--- config.mk ---
export PLATFORM = sky130hd
export DESIGN_NAME = calendar_date_stepper_top_flat
export DESIGN_NICKNAME = d
export VERILOG_FILES = /design/src/design/cds_pkg.sv /design/src/design/cds_cmd_if.sv /design/src/design/cds_res_if.sv /design/src/design/calendar_date_stepper_top.sv /design/src/design/cds_front.sv /design/src/design/cds_queue.sv /design/src/design/cds_back.sv /design/src/flat_wrapper.sv
export VERILOG_INCLUDE_DIRS = /design/src /design/src/design
export SDC_FILE = /design/constraint.sdc
export NUM_CORES = 1
export LEC_CHECK = 0
export ABC_AREA = 1
export BUFFER_PORTS_ARGS = -buffer_cell sky130_fd_sc_hd__buf_2
export CAP_MARGIN = 20
export CELL_PAD_IN_SITES_DETAIL_PLACEMENT = 2
export CELL_PAD_IN_SITES_GLOBAL_PLACEMENT = 2
export CORE_AREA = 10 10 295 297
export DETAILED_ROUTE_END_ITERATION = 6
export DIE_AREA = 0 0 305 307
export PLACE_DENSITY = 0.63
export RECOVER_POWER = 25
export SLEW_MARGIN = 30
export SYNTH_ARGS = -nofsm -noshare
export SYNTH_HDL_FRONTEND = slang
export SYNTH_SLANG_ARGS = --single-unit
--- constraint.sdc ---
create_clock -name clk -period 9.57 [get_ports clk]
set_input_delay 1.914 -clock clk [delete_from_list [all_inputs] [get_ports clk]]
set_output_delay 1.914 -clock clk [all_outputs]
set_load 0.05 [all_outputs]
--- src/design/calendar_date_stepper_top_assert.svh ---
// ---------------------------------------------------------------------------
// Assertion macros for the calendar date stepper
// Shared concurrent checks, clocked on clk and held off during reset.
// ---------------------------------------------------------------------------
`ifndef CALENDAR_DATE_STEPPER_TOP_ASSERT_SVH
`define CALENDAR_DATE_STEPPER_TOP_ASSERT_SVH

// Property must hold at every edge out of reset.
`define CDS_ASSERT_ALWAYS(name, clk, rst, prop) \
  name: assert property (@(posedge clk) disable iff (rst) (prop)) \
    else $error("%m: invariant violated");

// Same-cycle implication.
`define CDS_ASSERT_IMPLY(name, clk, rst, ante, cons) \
  name: assert property (@(posedge clk) disable iff (rst) (ante) |-> (cons)) \
    else $error("%m: implication violated");

// Next-cycle implication.
`define CDS_ASSERT_NEXT(name, clk, rst, ante, cons) \
  name: assert property (@(posedge clk) disable iff (rst) (ante) |=> (cons)) \
    else $error("%m: next-cycle implication violated");

`endif

--- src/design/cds_pkg.sv ---
// ---------------------------------------------------------------------------
// cds_pkg
// Types, constants and calendar helpers for the date stepper.
// ---------------------------------------------------------------------------
package cds_pkg;

  // Input command codes
  localparam logic [2:0] CMD_SET        = 3'd0;
  localparam logic [2:0] CMD_NEXT_DAY   = 3'd1;
  localparam logic [2:0] CMD_PREV_DAY   = 3'd2;
  localparam logic [2:0] CMD_NEXT_MONTH = 3'd3;
  localparam logic [2:0] CMD_PREV_MONTH = 3'd4;

  localparam logic [13:0] YEAR_MAX  = 14'd9999;
  localparam logic [3:0]  MONTH_JAN = 4'd1;
  localparam logic [3:0]  MONTH_FEB = 4'd2;
  localparam logic [3:0]  MONTH_DEC = 4'd12;
  localparam logic [4:0]  DAY_FIRST = 5'd1;
  localparam logic [6:0]  R100_MAX  = 7'd99;

  // floor(x/100) = (x * RECIP_100) >> RECIP_SHIFT for x below 2^15
  localparam logic [12:0] RECIP_100   = 13'd5243;
  localparam int          RECIP_SHIFT = 19;
  // Jan 1 weekday = (Y + 8 + Y/4 - Y/100 + Y/400) mod 7, Y = year + 399
  localparam logic [8:0]  DOW_YEAR_OFS = 9'd399;
  localparam logic [3:0]  DOW_BIAS     = 4'd8;

  // Reset date 1 Jan 2000 (a Saturday)
  localparam logic [4:0]  RESET_DAY   = 5'd1;
  localparam logic [3:0]  RESET_MONTH = 4'd1;
  localparam logic [13:0] RESET_YEAR  = 14'd2000;
  localparam logic [6:0]  RESET_R100  = 7'd0;
  localparam logic [1:0]  RESET_CENT  = 2'd0;
  localparam logic [2:0]  RESET_JAN1  = 3'd6;

  typedef enum logic [2:0] {
    OP_SET,
    OP_REJECT,
    OP_NEXT_DAY,
    OP_PREV_DAY,
    OP_NEXT_MONTH,
    OP_PREV_MONTH,
    OP_NOP
  } op_t;

  // Classified item as it travels from front to back
  typedef struct packed {
    op_t         op;
    logic [4:0]  day;
    logic [3:0]  month;
    logic [13:0] year;
    logic [6:0]  r100;   // year mod 100
    logic [1:0]  cent;   // (year / 100) mod 4
    logic [2:0]  jan1;   // weekday of Jan 1
  } entry_t;

  function automatic logic leap_of(input logic [1:0] low2, input logic [6:0] r100,
                                   input logic [1:0] cent);
    leap_of = (low2 == 2'd0) && ((r100 != 7'd0) || (cent == 2'd0));
  endfunction

  function automatic logic [4:0] days_in(input logic [3:0] m, input logic leap);
    case (m)
      MONTH_FEB:                  days_in = leap ? 5'd29 : 5'd28;
      4'd4, 4'd6, 4'd9, 4'd11:    days_in = 5'd30;
      default:                    days_in = 5'd31;
    endcase
  endfunction

endpackage

--- src/design/cds_cmd_if.sv ---
// ---------------------------------------------------------------------------
// cds_cmd_if
// Command channel: valid/ready handshake with the command payload.
// ---------------------------------------------------------------------------
interface cds_cmd_if;
  logic        valid;
  logic        ready;
  logic [2:0]  command;
  logic [4:0]  set_day;
  logic [3:0]  set_month;
  logic [13:0] set_year;

  modport source(output valid, command, set_day, set_month, set_year, input ready);
  modport sink(input valid, command, set_day, set_month, set_year, output ready);
endinterface

--- src/design/cds_res_if.sv ---
// ---------------------------------------------------------------------------
// cds_res_if
// Result channel: valid/ready handshake with the date result payload.
// ---------------------------------------------------------------------------
interface cds_res_if;
  logic        valid;
  logic        ready;
  logic [4:0]  cur_day;
  logic [3:0]  cur_month;
  logic [13:0] cur_year;
  logic [4:0]  month_length;
  logic [2:0]  first_weekday;
  logic        leap_year;
  logic        error;

  modport source(output valid, cur_day, cur_month, cur_year, month_length,
                 first_weekday, leap_year, error, input ready);
  modport sink(input valid, cur_day, cur_month, cur_year, month_length,
               first_weekday, leap_year, error, output ready);
endinterface

--- src/design/calendar_date_stepper_top.sv ---
// Path from command accept to result valid: the front register loads at the
//   accept edge, then the queue slot is written, then execute into the output
//   register; a full queue or an untaken result can hold an item in between.
// Throughput: one command per cycle while the queue has room and results are
//   taken; the back-end update is combinational, so items follow back to back.
// Reset (rst, synchronous): date returns to 1 Jan 2000, queue and pipeline
//   empty; no result is pending afterwards.
// ---------------------------------------------------------------------------
// calendar_date_stepper_top
// Gregorian date counter: set, next/previous day, next/previous month.
// ---------------------------------------------------------------------------
//
// Structure:
//   cds_front  - accepts a command, classifies it, and for the set command
//                splits the year into mod 100 / century mod 4 (reciprocal
//                multiply by 1/100, registered) and derives the weekday of
//                Jan 1 and whether the requested date exists. Invalid set
//                dates become a reject op here.
//   cds_queue  - short FIFO; decouples front-end stalls from back-end stalls.
//   cds_back   - owns the date. Keeps year mod 100, century mod 4 and the
//                Jan 1 weekday alongside the year, so year carries only need
//                steps by one and a mod-7 add. Leap flag, month length and the
//                month's first weekday follow from that in the same cycle.
//                Year bound hits (past 9999 or before year 0) hold the date
//                and flag an error. Results sit in an output register; a new
//                item is taken only while it is empty or its result is read.
module calendar_date_stepper_top #(
  parameter int QUEUE_DEPTH = 2
) (
  input  logic      clk,
  input  logic      rst,
  cds_cmd_if.sink   cmd,
  cds_res_if.source res
);

  logic            push;
  cds_pkg::entry_t push_entry;
  logic            q_full;
  logic            q_valid;
  logic            pop;
  cds_pkg::entry_t q_head;

  cds_front u_front (
    .clk        (clk),
    .rst        (rst),
    .cmd        (cmd),
    .q_full     (q_full),
    .push       (push),
    .push_entry (push_entry)
  );

  cds_queue #(
    .DEPTH (QUEUE_DEPTH)
  ) u_queue (
    .clk        (clk),
    .rst        (rst),
    .push       (push),
    .push_entry (push_entry),
    .full       (q_full),
    .pop        (pop),
    .not_empty  (q_valid),
    .head       (q_head)
  );

  cds_back u_back (
    .clk     (clk),
    .rst     (rst),
    .q_valid (q_valid),
    .q_entry (q_head),
    .pop     (pop),
    .res     (res)
  );

endmodule

--- src/design/cds_front.sv ---
// ---------------------------------------------------------------------------
// cds_front
// Accepts commands, classifies them and pre-computes set-date year facts.
// ---------------------------------------------------------------------------
module cds_front (
  input  logic           clk,
  input  logic           rst,
  cds_cmd_if.sink        cmd,
  input  logic           q_full,
  output logic           push,
  output cds_pkg::entry_t push_entry
);

  // Stage A registers
  logic                a_valid;
  cds_pkg::op_t        a_op;
  logic [4:0]          a_day;
  logic [3:0]          a_month;
  logic [13:0]         a_year;
  logic [26:0]         a_prod_year;
  logic [27:0]         a_prod_ofs;

  cds_pkg::op_t        op_in;
  logic [14:0]         ofs_in;
  logic                adv;

  logic [7:0]          q_year;
  logic [8:0]          q_ofs;
  logic [6:0]          r100;
  logic                leap;
  logic [14:0]         ofs_year;
  logic [15:0]         dow_sum;
  logic                date_ok;

  function automatic logic [2:0] mod7(input logic [15:0] v);
    logic [5:0] s1;
    logic [3:0] s2;
    s1 = 6'(v[2:0]) + 6'(v[5:3]) + 6'(v[8:6]) + 6'(v[11:9]) + 6'(v[14:12]) + 6'(v[15]);
    s2 = 4'(s1[2:0]) + 4'(s1[5:3]);
    mod7 = (s2 >= 4'd7) ? 3'(s2 - 4'd7) : s2[2:0];
  endfunction

  assign adv       = !a_valid || !q_full;
  assign cmd.ready = adv;
  assign push      = a_valid && !q_full;
  assign ofs_in    = 15'(cmd.set_year) + 15'(cds_pkg::DOW_YEAR_OFS);

  always_comb begin
    case (cmd.command)
      cds_pkg::CMD_SET:        op_in = cds_pkg::OP_SET;
      cds_pkg::CMD_NEXT_DAY:   op_in = cds_pkg::OP_NEXT_DAY;
      cds_pkg::CMD_PREV_DAY:   op_in = cds_pkg::OP_PREV_DAY;
      cds_pkg::CMD_NEXT_MONTH: op_in = cds_pkg::OP_NEXT_MONTH;
      cds_pkg::CMD_PREV_MONTH: op_in = cds_pkg::OP_PREV_MONTH;
      default:                 op_in = cds_pkg::OP_NOP;
    endcase
  end

  always_ff @(posedge clk) begin
    if (rst) begin
      a_valid <= 1'b0;
    end else if (adv) begin
      a_valid <= cmd.valid;
    end
    if (adv) begin
      a_op        <= op_in;
      a_day       <= cmd.set_day;
      a_month     <= cmd.set_month;
      a_year      <= cmd.set_year;
      a_prod_year <= 27'(cmd.set_year) * 27'(cds_pkg::RECIP_100);
      a_prod_ofs  <= 28'(ofs_in) * 28'(cds_pkg::RECIP_100);
    end
  end

  // Stage B: year decomposition, validity, weekday of Jan 1
  always_comb begin
    q_year   = a_prod_year[26:cds_pkg::RECIP_SHIFT];
    q_ofs    = a_prod_ofs[27:cds_pkg::RECIP_SHIFT];
    r100     = 7'(a_year - 14'(q_year) * 14'd100);
    leap     = cds_pkg::leap_of(a_year[1:0], r100, q_year[1:0]);
    ofs_year = 15'(a_year) + 15'(cds_pkg::DOW_YEAR_OFS);
    dow_sum  = 16'(ofs_year) + 16'(cds_pkg::DOW_BIAS) + 16'(ofs_year[14:2])
             - 16'(q_ofs) + 16'(q_ofs[8:2]);
    date_ok  = (a_month inside {[4'd1:4'd12]}) && (a_year <= cds_pkg::YEAR_MAX)
            && (a_day >= cds_pkg::DAY_FIRST) && (a_day <= cds_pkg::days_in(a_month, leap));

    push_entry.op    = ((a_op == cds_pkg::OP_SET) && !date_ok) ? cds_pkg::OP_REJECT : a_op;
    push_entry.day   = a_day;
    push_entry.month = a_month;
    push_entry.year  = a_year;
    push_entry.r100  = r100;
    push_entry.cent  = q_year[1:0];
    push_entry.jan1  = mod7(dow_sum);
  end

endmodule

--- src/design/cds_queue.sv ---
// ---------------------------------------------------------------------------
// cds_queue
// Small FIFO of classified items between front and back.
// ---------------------------------------------------------------------------
module cds_queue #(
  parameter int DEPTH = 2
) (
  input  logic            clk,
  input  logic            rst,
  input  logic            push,
  input  cds_pkg::entry_t push_entry,
  output logic            full,
  input  logic            pop,
  output logic            not_empty,
  output cds_pkg::entry_t head
);

  localparam int PW = (DEPTH > 1) ? $clog2(DEPTH) : 1;
  localparam int CW = $clog2(DEPTH + 1);

  cds_pkg::entry_t slots [DEPTH];
  logic [PW-1:0]   wr_ptr;
  logic [PW-1:0]   rd_ptr;
  logic [CW-1:0]   count;

  assign full      = (count == CW'(DEPTH));
  assign not_empty = (count != '0);
  assign head      = slots[rd_ptr];

  always_ff @(posedge clk) begin
    if (rst) begin
      wr_ptr <= '0;
      rd_ptr <= '0;
      count  <= '0;
    end else begin
      if (push) begin
        wr_ptr <= (wr_ptr == PW'(DEPTH - 1)) ? '0 : wr_ptr + 1'b1;
      end
      if (pop) begin
        rd_ptr <= (rd_ptr == PW'(DEPTH - 1)) ? '0 : rd_ptr + 1'b1;
      end
      if (push && !pop) begin
        count <= count + 1'b1;
      end else if (pop && !push) begin
        count <= count - 1'b1;
      end
    end
    if (push) begin
      slots[wr_ptr] <= push_entry;
    end
  end

endmodule

--- src/design/cds_back.sv ---
// ---------------------------------------------------------------------------
// cds_back
// Holds the date; one item per cycle unless stalled; registers the result.
// ---------------------------------------------------------------------------
`include "calendar_date_stepper_top_assert.svh"

module cds_back (
  input  logic            clk,
  input  logic            rst,
  input  logic            q_valid,
  input  cds_pkg::entry_t q_entry,
  output logic            pop,
  cds_res_if.source       res
);

  // Date state plus year decomposition
  logic [4:0]  day;
  logic [3:0]  month;
  logic [13:0] year;
  logic [6:0]  r100;
  logic [1:0]  cent;
  logic [2:0]  jan1;

  logic [4:0]  day_next;
  logic [3:0]  month_next;
  logic [13:0] year_next;
  logic [6:0]  r100_next;
  logic [1:0]  cent_next;
  logic [2:0]  jan1_next;
  logic        leap_next;
  logic        err_next;

  logic        leap_cur;
  logic [4:0]  len_cur;
  logic [3:0]  m_up;
  logic [3:0]  m_dn;
  logic [4:0]  len_up;
  logic [4:0]  len_dn;

  logic [13:0] y_inc;
  logic [6:0]  r_inc;
  logic [1:0]  c_inc;
  logic        leap_inc;
  logic [2:0]  jan1_inc;
  logic [13:0] y_dec;
  logic [6:0]  r_dec;
  logic [1:0]  c_dec;
  logic        leap_dec;
  logic [2:0]  jan1_dec;

  logic [4:0]  len_next;
  logic [2:0]  dow_next;

  // Output register
  logic        out_valid;
  logic [4:0]  out_day;
  logic [3:0]  out_month;
  logic [13:0] out_year;
  logic [4:0]  out_len;
  logic [2:0]  out_dow;
  logic        out_leap;
  logic        out_err;

  function automatic logic [2:0] add_mod7(input logic [2:0] a, input logic [2:0] b);
    logic [3:0] s;
    s = 4'(a) + 4'(b);
    add_mod7 = (s >= 4'd7) ? 3'(s - 4'd7) : s[2:0];
  endfunction

  // Weekday offset of the month's first day from Jan 1, common year
  function automatic logic [2:0] month_ofs(input logic [3:0] m);
    case (m)
      4'd2, 4'd3, 4'd11: month_ofs = 3'd3;
      4'd4, 4'd7:        month_ofs = 3'd6;
      4'd5:              month_ofs = 3'd1;
      4'd6:              month_ofs = 3'd4;
      4'd8:              month_ofs = 3'd2;
      4'd9, 4'd12:       month_ofs = 3'd5;
      default:           month_ofs = 3'd0;
    endcase
  endfunction

  assign pop = q_valid && (!out_valid || res.ready);

  always_comb begin
    leap_cur = cds_pkg::leap_of(year[1:0], r100, cent);
    len_cur  = cds_pkg::days_in(month, leap_cur);
    m_up     = month + 4'd1;
    m_dn     = month - 4'd1;
    len_up   = cds_pkg::days_in(m_up, leap_cur);
    len_dn   = cds_pkg::days_in(m_dn, leap_cur);

    y_inc    = year + 14'd1;
    r_inc    = (r100 == cds_pkg::R100_MAX) ? 7'd0 : r100 + 7'd1;
    c_inc    = (r100 == cds_pkg::R100_MAX) ? cent + 2'd1 : cent;
    leap_inc = cds_pkg::leap_of(y_inc[1:0], r_inc, c_inc);
    jan1_inc = add_mod7(jan1, leap_cur ? 3'd2 : 3'd1);

    y_dec    = year - 14'd1;
    r_dec    = (r100 == 7'd0) ? cds_pkg::R100_MAX : r100 - 7'd1;
    c_dec    = (r100 == 7'd0) ? cent - 2'd1 : cent;
    leap_dec = cds_pkg::leap_of(y_dec[1:0], r_dec, c_dec);
    // step back 2 (or 1) days: add 5 (or 6) mod 7
    jan1_dec = add_mod7(jan1, leap_dec ? 3'd5 : 3'd6);
  end

  always_comb begin
    day_next   = day;
    month_next = month;
    year_next  = year;
    r100_next  = r100;
    cent_next  = cent;
    jan1_next  = jan1;
    leap_next  = leap_cur;
    err_next   = 1'b0;

    case (q_entry.op)
      cds_pkg::OP_SET: begin
        day_next   = q_entry.day;
        month_next = q_entry.month;
        year_next  = q_entry.year;
        r100_next  = q_entry.r100;
        cent_next  = q_entry.cent;
        jan1_next  = q_entry.jan1;
        leap_next  = cds_pkg::leap_of(q_entry.year[1:0], q_entry.r100, q_entry.cent);
      end
      cds_pkg::OP_REJECT: begin
        err_next = 1'b1;
      end
      cds_pkg::OP_NEXT_DAY: begin
        if (day < len_cur) begin
          day_next = day + 5'd1;
        end else if (month < cds_pkg::MONTH_DEC) begin
          day_next   = cds_pkg::DAY_FIRST;
          month_next = m_up;
        end else if (year >= cds_pkg::YEAR_MAX) begin
          err_next = 1'b1;
        end else begin
          day_next   = cds_pkg::DAY_FIRST;
          month_next = cds_pkg::MONTH_JAN;
          year_next  = y_inc;
          r100_next  = r_inc;
          cent_next  = c_inc;
          jan1_next  = jan1_inc;
          leap_next  = leap_inc;
        end
      end
      cds_pkg::OP_PREV_DAY: begin
        if (day > cds_pkg::DAY_FIRST) begin
          day_next = day - 5'd1;
        end else if (month > cds_pkg::MONTH_JAN) begin
          day_next   = len_dn;
          month_next = m_dn;
        end else if (year == 14'd0) begin
          err_next = 1'b1;
        end else begin
          day_next   = cds_pkg::days_in(cds_pkg::MONTH_DEC, leap_dec);
          month_next = cds_pkg::MONTH_DEC;
          year_next  = y_dec;
          r100_next  = r_dec;
          cent_next  = c_dec;
          jan1_next  = jan1_dec;
          leap_next  = leap_dec;
        end
      end
      cds_pkg::OP_NEXT_MONTH: begin
        if (month < cds_pkg::MONTH_DEC) begin
          month_next = m_up;
          day_next   = (day > len_up) ? len_up : day;
        end else if (year >= cds_pkg::YEAR_MAX) begin
          err_next = 1'b1;
        end else begin
          // January is 31 days long: no clamp
          month_next = cds_pkg::MONTH_JAN;
          year_next  = y_inc;
          r100_next  = r_inc;
          cent_next  = c_inc;
          jan1_next  = jan1_inc;
          leap_next  = leap_inc;
        end
      end
      cds_pkg::OP_PREV_MONTH: begin
        if (month > cds_pkg::MONTH_JAN) begin
          month_next = m_dn;
          day_next   = (day > len_dn) ? len_dn : day;
        end else if (year == 14'd0) begin
          err_next = 1'b1;
        end else begin
          month_next = cds_pkg::MONTH_DEC;
          year_next  = y_dec;
          r100_next  = r_dec;
          cent_next  = c_dec;
          jan1_next  = jan1_dec;
          leap_next  = leap_dec;
        end
      end
      default: begin
      end
    endcase
  end

  always_comb begin
    len_next = cds_pkg::days_in(month_next, leap_next);
    dow_next = add_mod7(add_mod7(jan1_next, month_ofs(month_next)),
                        (leap_next && (month_next > cds_pkg::MONTH_FEB)) ? 3'd1 : 3'd0);
  end

  always_ff @(posedge clk) begin
    if (rst) begin
      day       <= cds_pkg::RESET_DAY;
      month     <= cds_pkg::RESET_MONTH;
      year      <= cds_pkg::RESET_YEAR;
      r100      <= cds_pkg::RESET_R100;
      cent      <= cds_pkg::RESET_CENT;
      jan1      <= cds_pkg::RESET_JAN1;
      out_valid <= 1'b0;
    end else begin
      if (pop) begin
        day       <= day_next;
        month     <= month_next;
        year      <= year_next;
        r100      <= r100_next;
        cent      <= cent_next;
        jan1      <= jan1_next;
        out_valid <= 1'b1;
      end else if (res.ready) begin
        out_valid <= 1'b0;
      end
    end
    if (pop) begin
      out_day   <= day_next;
      out_month <= month_next;
      out_year  <= year_next;
      out_len   <= len_next;
      out_dow   <= dow_next;
      out_leap  <= leap_next;
      out_err   <= err_next;
    end
  end

  assign res.valid         = out_valid;
  assign res.cur_day       = out_day;
  assign res.cur_month     = out_month;
  assign res.cur_year      = out_year;
  assign res.month_length  = out_len;
  assign res.first_weekday = out_dow;
  assign res.leap_year     = out_leap;
  assign res.error         = out_err;

  `CDS_ASSERT_ALWAYS(a_month_range, clk, rst, (month >= cds_pkg::MONTH_JAN) && (month <= cds_pkg::MONTH_DEC))
  `CDS_ASSERT_ALWAYS(a_day_range, clk, rst, (day >= cds_pkg::DAY_FIRST) && (day <= len_cur))
  `CDS_ASSERT_NEXT(a_reject_holds, clk, rst, pop && (q_entry.op == cds_pkg::OP_REJECT), out_err && (day == $past(day)) && (year == $past(year)))

endmodule
--- src/flat_wrapper.sv ---
// flat-port wrapper written by rule: the top's interface ports become plain ports
module calendar_date_stepper_top_flat 
#(
  parameter int QUEUE_DEPTH = 2
)
  (clk, rst, cmd_valid, cmd_command, cmd_set_day, cmd_set_month, cmd_set_year, cmd_ready, res_valid, res_cur_day, res_cur_month, res_cur_year, res_month_length, res_first_weekday, res_leap_year, res_error, res_ready);
  cds_cmd_if cmd_i ();
  cds_res_if res_i ();
  input  logic clk;
  input  logic rst;
  input wire logic [$bits(cmd_i.valid)-1:0] cmd_valid;
  input wire logic [$bits(cmd_i.command)-1:0] cmd_command;
  input wire logic [$bits(cmd_i.set_day)-1:0] cmd_set_day;
  input wire logic [$bits(cmd_i.set_month)-1:0] cmd_set_month;
  input wire logic [$bits(cmd_i.set_year)-1:0] cmd_set_year;
  output wire logic [$bits(cmd_i.ready)-1:0] cmd_ready;
  output wire logic [$bits(res_i.valid)-1:0] res_valid;
  output wire logic [$bits(res_i.cur_day)-1:0] res_cur_day;
  output wire logic [$bits(res_i.cur_month)-1:0] res_cur_month;
  output wire logic [$bits(res_i.cur_year)-1:0] res_cur_year;
  output wire logic [$bits(res_i.month_length)-1:0] res_month_length;
  output wire logic [$bits(res_i.first_weekday)-1:0] res_first_weekday;
  output wire logic [$bits(res_i.leap_year)-1:0] res_leap_year;
  output wire logic [$bits(res_i.error)-1:0] res_error;
  input wire logic [$bits(res_i.ready)-1:0] res_ready;
  assign cmd_i.valid = cmd_valid;
  assign cmd_i.command = cmd_command;
  assign cmd_i.set_day = cmd_set_day;
  assign cmd_i.set_month = cmd_set_month;
  assign cmd_i.set_year = cmd_set_year;
  assign cmd_ready = cmd_i.ready;
  assign res_valid = res_i.valid;
  assign res_cur_day = res_i.cur_day;
  assign res_cur_month = res_i.cur_month;
  assign res_cur_year = res_i.cur_year;
  assign res_month_length = res_i.month_length;
  assign res_first_weekday = res_i.first_weekday;
  assign res_leap_year = res_i.leap_year;
  assign res_error = res_i.error;
  assign res_i.ready = res_ready;
  calendar_date_stepper_top #(.QUEUE_DEPTH(QUEUE_DEPTH)) u_core (.clk(clk), .rst(rst), .cmd(cmd_i), .res(res_i));
endmodule
# Yosys cells after proc, flatten, opt, wreduce, memory -nomap -nowiden
# Memory sizes are Yosys's and may differ from the RTL's. A register that Yosys moved wholly into a read port is not among the register bits.
# Cells that the tools add are included.
# totals
out_inout_bits	35
inputBits	30
romBits	48
n_memories	2
regBits	155
mem_bits_rw	76
elab_cells	271
# memory_table
memory	depth	word_bits	rd	rd_ports_with_merged_regs	write_ports	line_no	text
u_core.u_queue.slots	2	38	1	1	1	cds_queue.sv:21	cds_pkg::entry_t slots [DEPTH];
(name not given)	16	3	1	0	0	cds_back.sv:72	case (m)
# classes
n_eq_ne	38
order_cmp	18
n_reduce_logical	58
mux	92
n_mul	3
addsub	36
# op_table
op	count
14-bit 2-to-1 mux	6
14-bit one-hot mux with 5 select lines	1
7-bit 2-to-1 mux	8
5-bit 2-to-1 mux	10
4-bit by 3-bit equality test with 1-bit output (second input constant)	10
4-bit equality test (second input constant)	10
3-bit 2-to-1 mux	12
7-bit one-hot mux with 5 select lines	1
7-bit nonzero test	5
14-bit by 9-bit adder with 15-bit output (second input constant)	2
3-bit one-hot mux with 5 select lines	2
15-bit by 13-bit multiplier with 28-bit output (second input constant)	1
14-bit by 13-bit multiplier with 27-bit output (second input constant)	1
5-bit one-hot mux with 5 select lines	1
1-bit 2-to-1 mux	24
2-bit 2-to-1 mux	12
4-bit 2-to-1 mux	6
4-bit by 2-bit equality test with 1-bit output (second input constant)	5
4-bit by 3-bit >= comparator with 1-bit output (second input constant)	5
2-bit logical NOT	10
2-bit one-hot mux with 2 select lines	5
4-bit one-hot mux with 5 select lines	1
4-bit OR reduction	5
15-bit by 4-bit adder with 16-bit output (second input constant)	1
other kinds (53)	101

# Longest topological paths before layout
# logic_depth
word_depth	19
mapped_depth	38
depth_no_buf	37

# Hierarchy
# From an unflattened synthesis, not the netlist that was laid out.
# hier_totals
hier_cells	2623
area_unflattened_um2	21851.0
# modules_own_cells
mod	seq_area_each_um2	n_inst	area_each_um2	cells_per_inst
cds_front	1221.2	1	12071.6	1439
cds_back	1621.6	1	6729.0	1033
cds_queue	2382.3	1	3050.4	151

# Least setup slack after synthesis
# Ideal clock, no wire load.
# synth_timing
kind	reg2reg
start	register u_core.u_front.a_prod_year[0] (netlist name)
end	memory u_core.u_queue.slots[0][1] in the netlist's numbering (data pin)
stages_incl_launch_ff	31
path_buffers	0
arrival_ns	7.220
setup_ns	0.262
setup_slack_ns	2.087
required_time_ns	9.308
cell_sequence	edfxtp_1 inv_1 ha_1 nand3_1 nand2_1 nor2_1 xor2_1 fa_1 fa_1 ha_1 ha_1 nand2_1 o31ai_1 nand2_1 nand2_1 o21ai_0 xnor2_1 fa_1 inv_1 fa_1 fa_1 inv_1 ha_1 fa_1 xor2_1 ha_1 fa_1 ha_1 inv_1 o21ai_0 mux2_2
# synth_rtl
item	line_no
to (decl)	cds_queue.sv:21

==> metrics.md <==
| Metric | Value |
|---|---|
| 1st-iter DRT viols | `just over 600` |
| Overall Global Routing Usage | `a little over an eighth` |
| Via total after detailed routing | `between 15000 and 20000` |
| Die area | `around 94000 um^2` |
| Total negative setup slack | `0 ps` |
| First-pass GRT wire length | `just over 100000 um` |
| Final GP Congestion | `roughly 0.84` |
| Count of input and output buffers | `61` |
| Number of flops mapped to enable cells by yosys | `around 140` |
| Min Clock Period, post-route | `8300 ps` |
| Clock input transition at the sequential cells of the worst setup and hold paths | `roughly 80 ps` |
| Path category of the worst min-delay check | `reg -> reg` |
| Cell with the most instances after synthesis | `sky130_fd_sc_hd__inv_1` |
| Number of global-route vias before repair | `around 18000` |
| Synth top cells by count | `455 x sky130_fd_sc_hd__inv_1, 338 x sky130_fd_sc_hd__nand2_1, 305 x sky130_fd_sc_hd__ha_1, 159 x sky130_fd_sc_hd__fa_1, 142 x sky130_fd_sc_hd__edfxtp_1` |
| Max Slew Vio Count | `43` |
| Total congestion overflow after global routing | `0` |
| End-of-flow core utilization | `about 27%` |
| Initial standard-cell utilization of the core | `between 20 and 25%` |
| Mean routed wirelength per cell | `18.6 um` |
| Clk Tree Root Cell | `sky130_fd_sc_hd__clkbuf_16` |
| Clock tree from TritonCTS | `built` |
| Number of distinct library cells after synthesis | `62` |
| Final nets | `approximately 2800` |
| Start-to-end type of the worst setup path | `reg -> reg` |
| Routed via count divided by cell count | `roughly 4.5` |
| Headroom to the max-slew limit | `-80.0%` |
| Total clock buffers created by CTS | `17` |
| Core Footprint | `between 80000 and 90000 um^2` |
| Portion of the clock cycle consumed by the worst path in the final layout | `between 80 and 90%` |
| Buffer levels on the longest clock path | `2` |
| Total number of yosys warnings | `0` |
| CP Data Required Time | `a little under 10000 ps` |
| Crit path max fanout | `5` |
| Violations in the final reports | `capacitance limit, slew limit` |
| Synth top area share | `between 20% and 30%` |
| Number of instances in the synthesized netlist | `2273` |
| Kind of end point of the critical path | `register` |
| Max Clock Freq | `121 MHz` |
| Die X | `around 310 um` |
| Number of hold buffers added after CTS | `0` |
| Number of gates resized after cts | `0` |
| Die height | `307 um` |
| Average cell area after synthesis | `about 8.8 um^2` |
| Setup repair after global routing missed its margin | `false` |
| Post-route antenna net violation count | `0` |
| Least-Margin Pin Slew | `approximately 2700 ps` |
| Final wirelength | `63500 um` |
| Remaining routing DRC violations | `0` |
| Clock latency of the later-clocked register in the worst-skew pair | `about 500 ps` |
| Synth top area cells | `sky130_fd_sc_hd__edfxtp_1 21%, sky130_fd_sc_hd__ha_1 19%, sky130_fd_sc_hd__fa_1 16%` |
| Slowest library cell on the worst path | `sky130_fd_sc_hd__fa_1` |
| Largest stage delay on the critical path | `approximately 540 ps` |
| Detailed placer's ending HPWL | `around 53000 um` |
| Hold violation total from the final report | `0` |
| Pre-Repair DR Iteration Count | `4` |
| Maximum number of pins on one net before global-route repair | `between 50 and 60` |
| Arr. time, crit path | `between 8000 and 9000 ps` |
| Number of clock sinks | `184` |
| Ys async rst share | `0%` |
| # IOs | `65` |
| Post-route clock skew | `about 12 ps` |
| Most used flip-flop cell after synthesis | `sky130_fd_sc_hd__edfxtp_1` |
| Cell type contributing the most total cell area after synthesis | `sky130_fd_sc_hd__edfxtp_1` |
| Flops & latches, synth | `between 150 and 200` |
| Critical Path Source Type | `register` |
| CTS HTree Levels | `4` |
| Share of layout cells above drive strength 1 | `between 8 and 9%` |
| Initial antenna violation count | `5` |
| Maxcap violations | `1` |
| Cell with the most instances on the worst path | `sky130_fd_sc_hd__fa_1` |
| Post-Synthesis Cell Area | `20000 um^2` |
| Placement row count | `roughly 110` |
| Status | `finished, violations left` |
| Number of setup buffers added after CTS | `0` |
| Setup Viol. Count Final | `0` |
| Seq/Total Area, Yosys | `between 20% and 30%` |
| Area Overhead vs Synth | `10.8%` |
-- cell families after synthesis --
group,synth area share (%)
compound gates,10.2
xor+xnor,3.80
fa+ha+maj,34.9
buf+inv,10.1
flops,25.5
mux,0.262
other cells,0.0187
simple gates,15.2
-- sequential cells by signal, summed over array words and instances (netlist names), 3 cells and up, named ones only --
signal / flops
u_core.u_back.day: 5
u_core.u_back.month: 4
u_core.u_back.r100: 7
u_core.u_back.res.cur_day: 5
u_core.u_back.res.cur_month: 4
u_core.u_back.res.cur_year: 14
u_core.u_back.res.first_weekday: 3
u_core.u_back.year: 14
u_core.u_front.a_day: 5
u_core.u_front.a_month: 4
u_core.u_front.a_op: 3
u_core.u_front.a_prod_ofs: 9
u_core.u_front.a_prod_year: 6
u_core.u_front.a_year: 13
u_core.u_queue.slots: 72
-- placed cells by master, fill, tap and decap left out, drive strengths merged, types with 4 or more instances in the layout --
cell type and count:
o21a 10, edfxtp 142, o21bai 6, a31oi 6, or2 11, ha 305, nor3 24, a211oi 5
nand2 365, clkbuf 23, o221ai 8, nand3 100, o31ai 11, a21boi 4, nor2 140, a22oi 7
nand4 19, fa 159, o2111ai 5, a21o 8, xor2 63, dfxtp 42, o211ai 17, o22ai 7
xnor2 24, buf 68, o21ai 117, inv 476, nor4 7, a21oi 132
-- layout make-up --
class / count / area (um^2)
clock inverters: 10 / 131
clock buffers: 22 / 485
multi-input cells: 1579 / 12900
well taps: 1070 / 1340
flip-flops and latches: 184 / 5100
repair buffers: 69 / 402
fillers: 9212 / 59100
diodes: 1 / 2.50
inverters: 472 / 1780
-- worst max-delay path, delay by kind of cell (launching register included) --
kind | cells | cell delay [ps]
fa+ha+maj | 13 | 4720
compound gates | 3 | 930
xor+xnor | 3 | 610
flops | 1 | 440
simple gates | 6 | 630
buf+inv | 4 | 310
mux | 1 | 400
-- final timing paths --
kind                                                         startpoint                              endpoint  slack, ps  cells past startpoint
worst min-delay path                 u_core.u_queue.rd_ptr$_SDFFE_PP0P_                              register        480                      1
worst max register to register  u_core.u_front.a_prod_year[0]$_DFFE_PP_  u_core.u_queue.slots[0][1]$_DFFE_PP_       1270                     30
worst min register to register       u_core.u_queue.rd_ptr$_SDFFE_PP0P_                              register        480                      1
worst max-delay path            u_core.u_front.a_prod_year[0]$_DFFE_PP_  u_core.u_queue.slots[0][1]$_DFFE_PP_       1270                     30
-- routing by layer --
| layer | GRT usage, % | vias to the layer above | share of wire (%) |
|---|---|---|---|
| li1 | - | 7487 | - |
| met1 | 16.8 | 7787 | 45 |
| met2 | 25.0 | 126 | 51 |
| met3 | 2.13 | 52 | 2.5 |
| met4 | 3.16 | 8 | 1.5 |
| met5 | 0 | - | 0.082 |
-- metrics by stage --
step	area, um^2	hold slack, ps	worst slack [ps]	instances
after global routing	22200	526	738	3407
final	22200	476	1270	3407
after detailed placement	21600	466	980	3374
after global placement	21500	436	1320	3372
after floorplan	20000	426	2090	2275
after CTS	22200	477	1210	3406
Power is not shown: default switching activity piles up to over one toggle a cycle in this logic, so the estimate is an artifact.
